[config.mk]
export PLATFORM = sky130hd
export DESIGN_NAME = cpt_mul
export DESIGN_NICKNAME = d
export VERILOG_FILES = /design/src/closest_point_on_triangle_assert.svh /design/src/cpt_pkg.sv /design/src/cpt_mul.sv
export SDC_FILE = /design/constraint.sdc
export NUM_CORES = 2
export LEC_CHECK = 0
export ABC_AREA = 1
export BUFFER_PORTS_ARGS = -buffer_cell sky130_fd_sc_hd__buf_2
export CAP_MARGIN = 20
export CORE_MARGIN = 4
export CORE_UTILIZATION = 66
export CTS_BUF_LIST = sky130_fd_sc_hd__clkbuf_16
export CTS_CLUSTER_DIAMETER = 80
export DETAILED_ROUTE_END_ITERATION = 16
export PLACE_DENSITY_LB_ADDON = 0.1
export SLEW_MARGIN = 20
export SYNTH_ARGS = -nofsm -noshare
export SYNTH_HDL_FRONTEND = slang
export SYNTH_SLANG_ARGS = --single-unit
export TNS_END_PERCENT = 1
[constraint.sdc]
create_clock -name clock -period 10.05 [get_ports clock]
set_clock_uncertainty 0.2 [all_clocks]
set_input_delay 0.5025 -clock clock [delete_from_list [all_inputs] [get_ports clock]]
set_output_delay 0.5025 -clock clock [all_outputs]
set_load 0.02 [all_outputs]
[src/closest_point_on_triangle_assert.svh]
// Assertion macros shared by the closest-point RTL.
// Needs no other file; define ASSERT_OFF to compile the checks away.
`ifndef CLOSEST_POINT_ON_TRIANGLE_ASSERT_SVH
`define CLOSEST_POINT_ON_TRIANGLE_ASSERT_SVH
`ifndef ASSERT_OFF
`define CPT_ASSERT(lbl, clk, rst, prop, msg) \
   lbl: assert property (@(posedge clk) disable iff (rst) prop) else $error(msg);
`define CPT_ASSERT_ALWAYS(lbl, clk, prop, msg) \
   lbl: assert property (@(posedge clk) prop) else $error(msg);
`else
`define CPT_ASSERT(lbl, clk, rst, prop, msg)
`define CPT_ASSERT_ALWAYS(lbl, clk, prop, msg)
`endif
`endif

[src/cpt_pkg.sv]
// Shared constants of the closest-point-on-triangle pipeline.
// No dependencies; cpt_mul, cpt_region and the top level import it.
package cpt_pkg;

   localparam int COORD_WIDTH_DEF = 32;   // Q16.16 coordinates by default
   localparam int LIMB_WIDTH      = 32;   // width of one partial-product limb
   localparam int MUL_LAT         = 4;    // register stages in cpt_mul
   localparam int REGION_LAT      = 2;    // register stages in cpt_region

   // Index of each dot product in the dot array.
   localparam int DOT_A = 0;
   localparam int DOT_B = 1;
   localparam int DOT_C = 2;
   localparam int DOT_D = 3;
   localparam int DOT_E = 4;
   localparam int DOT_NUM = 5;

endpackage

[src/cpt_mul.sv]
// Pipelined signed multiplier built from 32x32 limb products.
// Depends on cpt_pkg (LIMB_WIDTH); it has MUL_LAT register stages.
module cpt_mul import cpt_pkg::*; #(
   parameter int AW = 33,
   parameter int BW = 33
) (
   input  logic                    clock,
   input  logic                    en,
   input  logic signed [AW-1:0]    op_a,
   input  logic signed [BW-1:0]    op_b,
   output logic signed [AW+BW-1:0] prod
);

   localparam int NA = (AW + LIMB_WIDTH - 1) / LIMB_WIDTH;
   localparam int NB = (BW + LIMB_WIDTH - 1) / LIMB_WIDTH;
   localparam int PW = AW + BW;
   localparam int RW = (NB + 1) * LIMB_WIDTH;
   localparam int TW = (NA + NB) * LIMB_WIDTH;

   logic [NA*LIMB_WIDTH-1:0] ua_in, ua_ff;
   logic [NB*LIMB_WIDTH-1:0] ub_in, ub_ff;
   logic                     neg1_ff, neg2_ff, neg3_ff;
   logic [2*LIMB_WIDTH-1:0]  pp_ff [NA][NB];
   logic [RW-1:0]            row_in [NA];
   logic [RW-1:0]            row_ff [NA];
   logic [TW-1:0]            sum_in;
   logic signed [PW-1:0]     prod_ff;

   // Work on magnitudes; the sign is applied after the final sum.
   always_comb begin
      ua_in = op_a[AW-1] ? (NA*LIMB_WIDTH)'(unsigned'(-op_a))
                         : (NA*LIMB_WIDTH)'(unsigned'(op_a));
      ub_in = op_b[BW-1] ? (NB*LIMB_WIDTH)'(unsigned'(-op_b))
                         : (NB*LIMB_WIDTH)'(unsigned'(op_b));
   end

   always_comb begin
      for (int i = 0; i < NA; i++) begin
         row_in[i] = '0;
         for (int j = 0; j < NB; j++) begin
            row_in[i] = row_in[i] + (RW'(pp_ff[i][j]) << (j * LIMB_WIDTH));
         end
      end
   end

   always_comb begin
      sum_in = '0;
      for (int i = 0; i < NA; i++) begin
         sum_in = sum_in + (TW'(row_ff[i]) << (i * LIMB_WIDTH));
      end
   end

   always_ff @(posedge clock) begin
      if (en) begin
         ua_ff   <= ua_in;
         ub_ff   <= ub_in;
         neg1_ff <= op_a[AW-1] ^ op_b[BW-1];
         for (int i = 0; i < NA; i++) begin
            for (int j = 0; j < NB; j++) begin
               pp_ff[i][j] <= ua_ff[i*LIMB_WIDTH +: LIMB_WIDTH]
                              * ub_ff[j*LIMB_WIDTH +: LIMB_WIDTH];
            end
         end
         neg2_ff <= neg1_ff;
         row_ff  <= row_in;
         neg3_ff <= neg2_ff;
         prod_ff <= neg3_ff ? signed'(PW'(-sum_in)) : signed'(PW'(sum_in));
      end
   end

   assign prod = prod_ff;

endmodule

# --- Word-level counts from Yosys, hierarchy flattened ---
# Memories as Yosys holds them, arrays and structs flattened.
# Index checks and enable logic that the tools add are counted.
# Widths: inputs -> output; s select.
word_totals:
  register_bits: 297
  ramBits: 256
  inputBits: 68
  out_inout_bits: 66
  elab_cells: 27
  mem_count: 1
mem_list:
  columns: ["name", "words", "word_bits", "rd", "rd_clocked_by_memory_dff", "wr", "line_no", "rtl"]
  rows:
  - ["pp_ff", 2, 128, 2, 0, 2, "cpt_mul.sv:23", "logic [2*LIMB_WIDTH-1:0] pp_ff [NA][NB];"]
classes:
  addsub: 6
  multipliers: 4
  n_mux: 5
  bitwise: 1
ops:
  columns: ["operator", "n"]
  rows:
  - ["$mul 32x32->64", 4]
  - ["$add 64x66->66", 1]
  - ["$add 66x66->66", 1]
  - ["$mux 66", 1]
  - ["$neg 33->33", 2]
  - ["$neg 66->66", 1]
  - ["$mux 32", 2]
  - ["$add 34x34->34", 1]
  - ["$mux 1", 2]
  - ["$xor 1x1->1", 1]

# --- Longest topological paths before layout ---
logic_depth:
  ltp_word: 3
  ltp_mapped: 32
  ltp_nobuf: 30

# --- Least setup slack after synthesis ---
# No wires, ideal clock.
synth_path:
  path_kind: "flip-flop to flip-flop"
  from: "reg ua_ff[5]"
  to: "mem pp_ff[0][111] (netlist bit), data pin"
  setup_ps: 260
  arrival_time_ps: 6608
  setup_slack_ps: 2982
  path_stages_with_launch: 26
  path_buffers: 2
  period_less_slack_ps: 7068
  path_cell_list: "edfxtp_1 -> clkbuf_1 -> clkbuf_1 -> nand2_1 -> fa_1 -> inv_1 -> fa_1 -> inv_1 -> fa_1 -> inv_1 -> fa_1 -> fa_1 -> fa_1 -> fa_1 -> inv_1 -> fa_1 -> inv_1 -> ha_1 -> nand2_1 -> nor2_1 -> inv_1 -> nor2_1 -> nand2_1 -> o21ai_0 -> a21oi_1 -> xnor2_1"
synth_rtl:
  columns: ["item", "line_no", "rtl"]
  rows:
  - ["from (decl)", "cpt_mul.sv:20", "logic [NA*LIMB_WIDTH-1:0] ua_in, ua_ff;"]
  - ["from (signal assigned)", "cpt_mul.sv:55", "ua_ff <= ua_in;"]
  - ["to (decl)", "cpt_mul.sv:23", null]

==> results.sh <==
export IMPL_layout_nets=7897
export IMPL_cap_viol_max_count=0
export IMPL_clk_pin_slew_ps=60
export IMPL_drv_slew=0
export IMPL_hp_start="op_a[7]"
export IMPL_track_usage=0.352
export IMPL_netlist_area_leader_share=0.332
export IMPL_wirelength_um=147000
export IMPL_drt_iter0_markers=3486
export IMPL_async_flop_share=0
export IMPL_synth_area_um2=54200
export IMPL_critPathMaxFanout=20
export IMPL_core_rowCount=104
export IMPL_rr_worst_depth=27
export IMPL_critPathKind="register to register"
export IMPL_arrival_ps=8770
export IMPL_grt_pass1_wl_um=235000
export IMPL_hold_class="input port to register"
export IMPL_syn_inst=6606
export IMPL_min_period_ps=8640
export IMPL_cts_inserted_buffers=42
export IMPL_busiest_layer="met2"
export IMPL_critPathCaptureType="register"
export IMPL_placed_cell_area_um2=55700
export IMPL_min_path_cells=2
export IMPL_rrSetupSlack_ps=1410
export IMPL_initial_core_util=0.669
export IMPL_tightest_slew_ps=1290
export IMPL_grt_max_degree=178
export IMPL_cts_resized_gates=0
export IMPL_dpl_hpwl_um=117000
export IMPL_whs_endpoint="ua_ff[7]"
export IMPL_max_freq_ghz=0.116
export IMPL_synth_edff_count=362
export IMPL_place_congestion=0.965
export IMPL_avgSynthCellArea_um2=8.20
export IMPL_wire_per_inst_um=19.1
export IMPL_grt_antenna_before_repair=2
export IMPL_clk_latency_ps=620
export IMPL_cts_htree_levels=2
export IMPL_synth_flop_cell="edfxtp_1"
export IMPL_cts_root_buf="clkbuf_16"
export IMPL_vias=41800
export IMPL_core_area_um2=80900
export IMPL_setup_tns_ps=0
export IMPL_met3_usage=0.0868
export IMPL_die_h_um=295
export IMPL_dr_pass1_iters=9
export IMPL_ant_nets=0
export IMPL_gr_usage_met2=0.580
export IMPL_via_per_inst=5.43
export IMPL_synthesis_nets=7903
export IMPL_synth_cell_type_count=50
export IMPL_postCtsSetupBuffers=0
export IMPL_startpoint_type="register"
export IMPL_port_buffers=133
export IMPL_fin_crit_sh=0.860
export IMPL_synth_warnings=0
export IMPL_synth_seq_cells=362
export IMPL_clock_path_buffers=3
export IMPL_multiInputGateArea_um2=34900
export IMPL_r2r_end="pp_ff[0][122]"
export IMPL_yosysSeqAreaShare=0.201
export IMPL_fill_cells=6433
export IMPL_rr_startpoint="ua_ff[14]"
export IMPL_grt_overflow=0
export IMPL_grt_setup_unrepaired="false"
export IMPL_area_growth_pct=5.69
export IMPL_die_w_um=295
export IMPL_hold_viol=0
export IMPL_grt_pass1_vias=43900
export IMPL_cts_tree="built"
export IMPL_layout_common_cells="1,942 x inv_1, 1,658 x nand2_1, 898 x fa_1"
export IMPL_drc=0
export IMPL_status="complete, no violations"
export IMPL_die_area_um2=86700
export IMPL_pin_count=134
export IMPL_synth_area_top_cells="fa_1 33%, edfxtp_1 20%, inv_1 13%"
export IMPL_design_area_um2=57300
export IMPL_crit_required_ps=10180
export IMPL_finalSetupViolations=0
export IMPL_yosysTopAreaCell="fa_1"
export IMPL_use_met1=0.463
export IMPL_cts_sinks=362
export IMPL_final_common_cell="inv_1"
export IMPL_slew_headroom=0.138
export IMPL_drive_gt1_frac=0.0544
export IMPL_seq_area_um2=10900
per-layer routing:
layer / vias up / wire length [um]
li1: 19100 / -
met1: 20100 / 56300
met2: 2201 / 68100
met3: 419 / 16900
met4: 2 / 5840
met5: - / 13
worst max path at each step:
stage	cells past startpoint	slack, ps	end	start
3_5_place_dp	24	1460	pp_ff[0][111]	ua_ff[14]
2_1_floorplan	25	2980	pp_ff[0][111]	ua_ff[5]
5_1_grt	27	990	pp_ff[0][122]	ua_ff[14]
6_report	27	1410	pp_ff[0][122]	ua_ff[14]
3_3_place_gp	24	1530	pp_ff[0][111]	ua_ff[14]
4_1_cts	27	1480	pp_ff[0][122]	ua_ff[15]
flip-flops by register name, summed over array words and instances, names as in the netlist:
register  count
pp_ff       129
row_ff       98
prod         66
ua_ff        33
ub_ff        33
neg1_ff       1
neg2_ff       1
neg3_ff       1
synth_stat cells (5+ instances only):
cell type / number
nand2_1: 1658
inv_2: 5
nor3_1: 30
o21bai_1: 9
nor2_2: 17
nand2_2: 34
fa_1: 898
nand3_1: 109
o211ai_1: 10
a21o_1: 13
clkbuf_1: 275
inv_1: 1937
nand4_1: 28
ha_1: 331
and3_1: 5
nand2_4: 6
or2_2: 6
nand3b_1: 16
o21a_1: 8
a21oi_1: 168
xnor2_1: 81
nor4_1: 18
edfxtp_1: 362
o21ai_1: 12
xor2_1: 127
o21ai_0: 93
nor2_1: 280
a31oi_1: 26
repair_timing:
item	4_1_cts	5_1_grt
hold endpoints to repair	15	0
hold buffers	15	0
endpoints found under the setup margin	0	0
worst max-delay path, stage by stage (launching register included):
cell and delay (ps):
edfxtp_1 980, buf_4 480, nand2_1 110, inv_1 110, fa_1 430, fa_1 420
fa_1 540, inv_1 50, fa_1 520, inv_1 50, fa_1 520, fa_1 440
fa_1 630, inv_1 90, fa_1 540, inv_1 40, ha_1 380, nand2_1 130
nor2_1 210, inv_1 60, nor2_1 100, inv_1 60, nor4_1 470, nand3_1 180
nand3_1 270, nand2_1 100, o311ai_0 120, xor2_1 120
cells by family after synthesis:
family,Yosys count,synth area share
AOI/OAI and AO/OA,359,0.0369
DFF,362,0.201
adders and majority gates,1229,0.408
buffers and inverters,2221,0.154
xor gates and xnor gates,208,0.0336
and+or+nand+nor,2227,0.166
layout make-up:
cell class | count | area share
Sequential cell | 362 | 0.190
Multi-Input combinational cell | 4023 | 0.610
Tap cell | 1060 | 0.0232
Inverter | 1943 | 0.127
Clock buffer | 42 | 0.0184
Antenna cell | 2 | 0.0000874
Clock inverter | 35 | 0.00564
Timing Repair Buffer | 228 | 0.0251
metrics by stage:
| stage | hold slack, ps | cells | utilization | setup WS, ps |
|---|---|---|---|---|
| 2_1_floorplan | 200 | 6606 | - | 2980 |
| 3_3_place_gp | 201 | 7601 | 0.689 | 1530 |
| 3_5_place_dp | 205 | 7601 | 0.689 | 1460 |
| 4_1_cts | 0.930 | 7693 | 0.707 | 1480 |
| 5_1_grt | 22.3 | 7694 | 0.707 | 994 |
| 6_report | 29.8 | 7695 | 0.707 | 1410 |
Power is not shown: default switching activity piles up to over one toggle a cycle in this logic, so the estimate is an artifact.
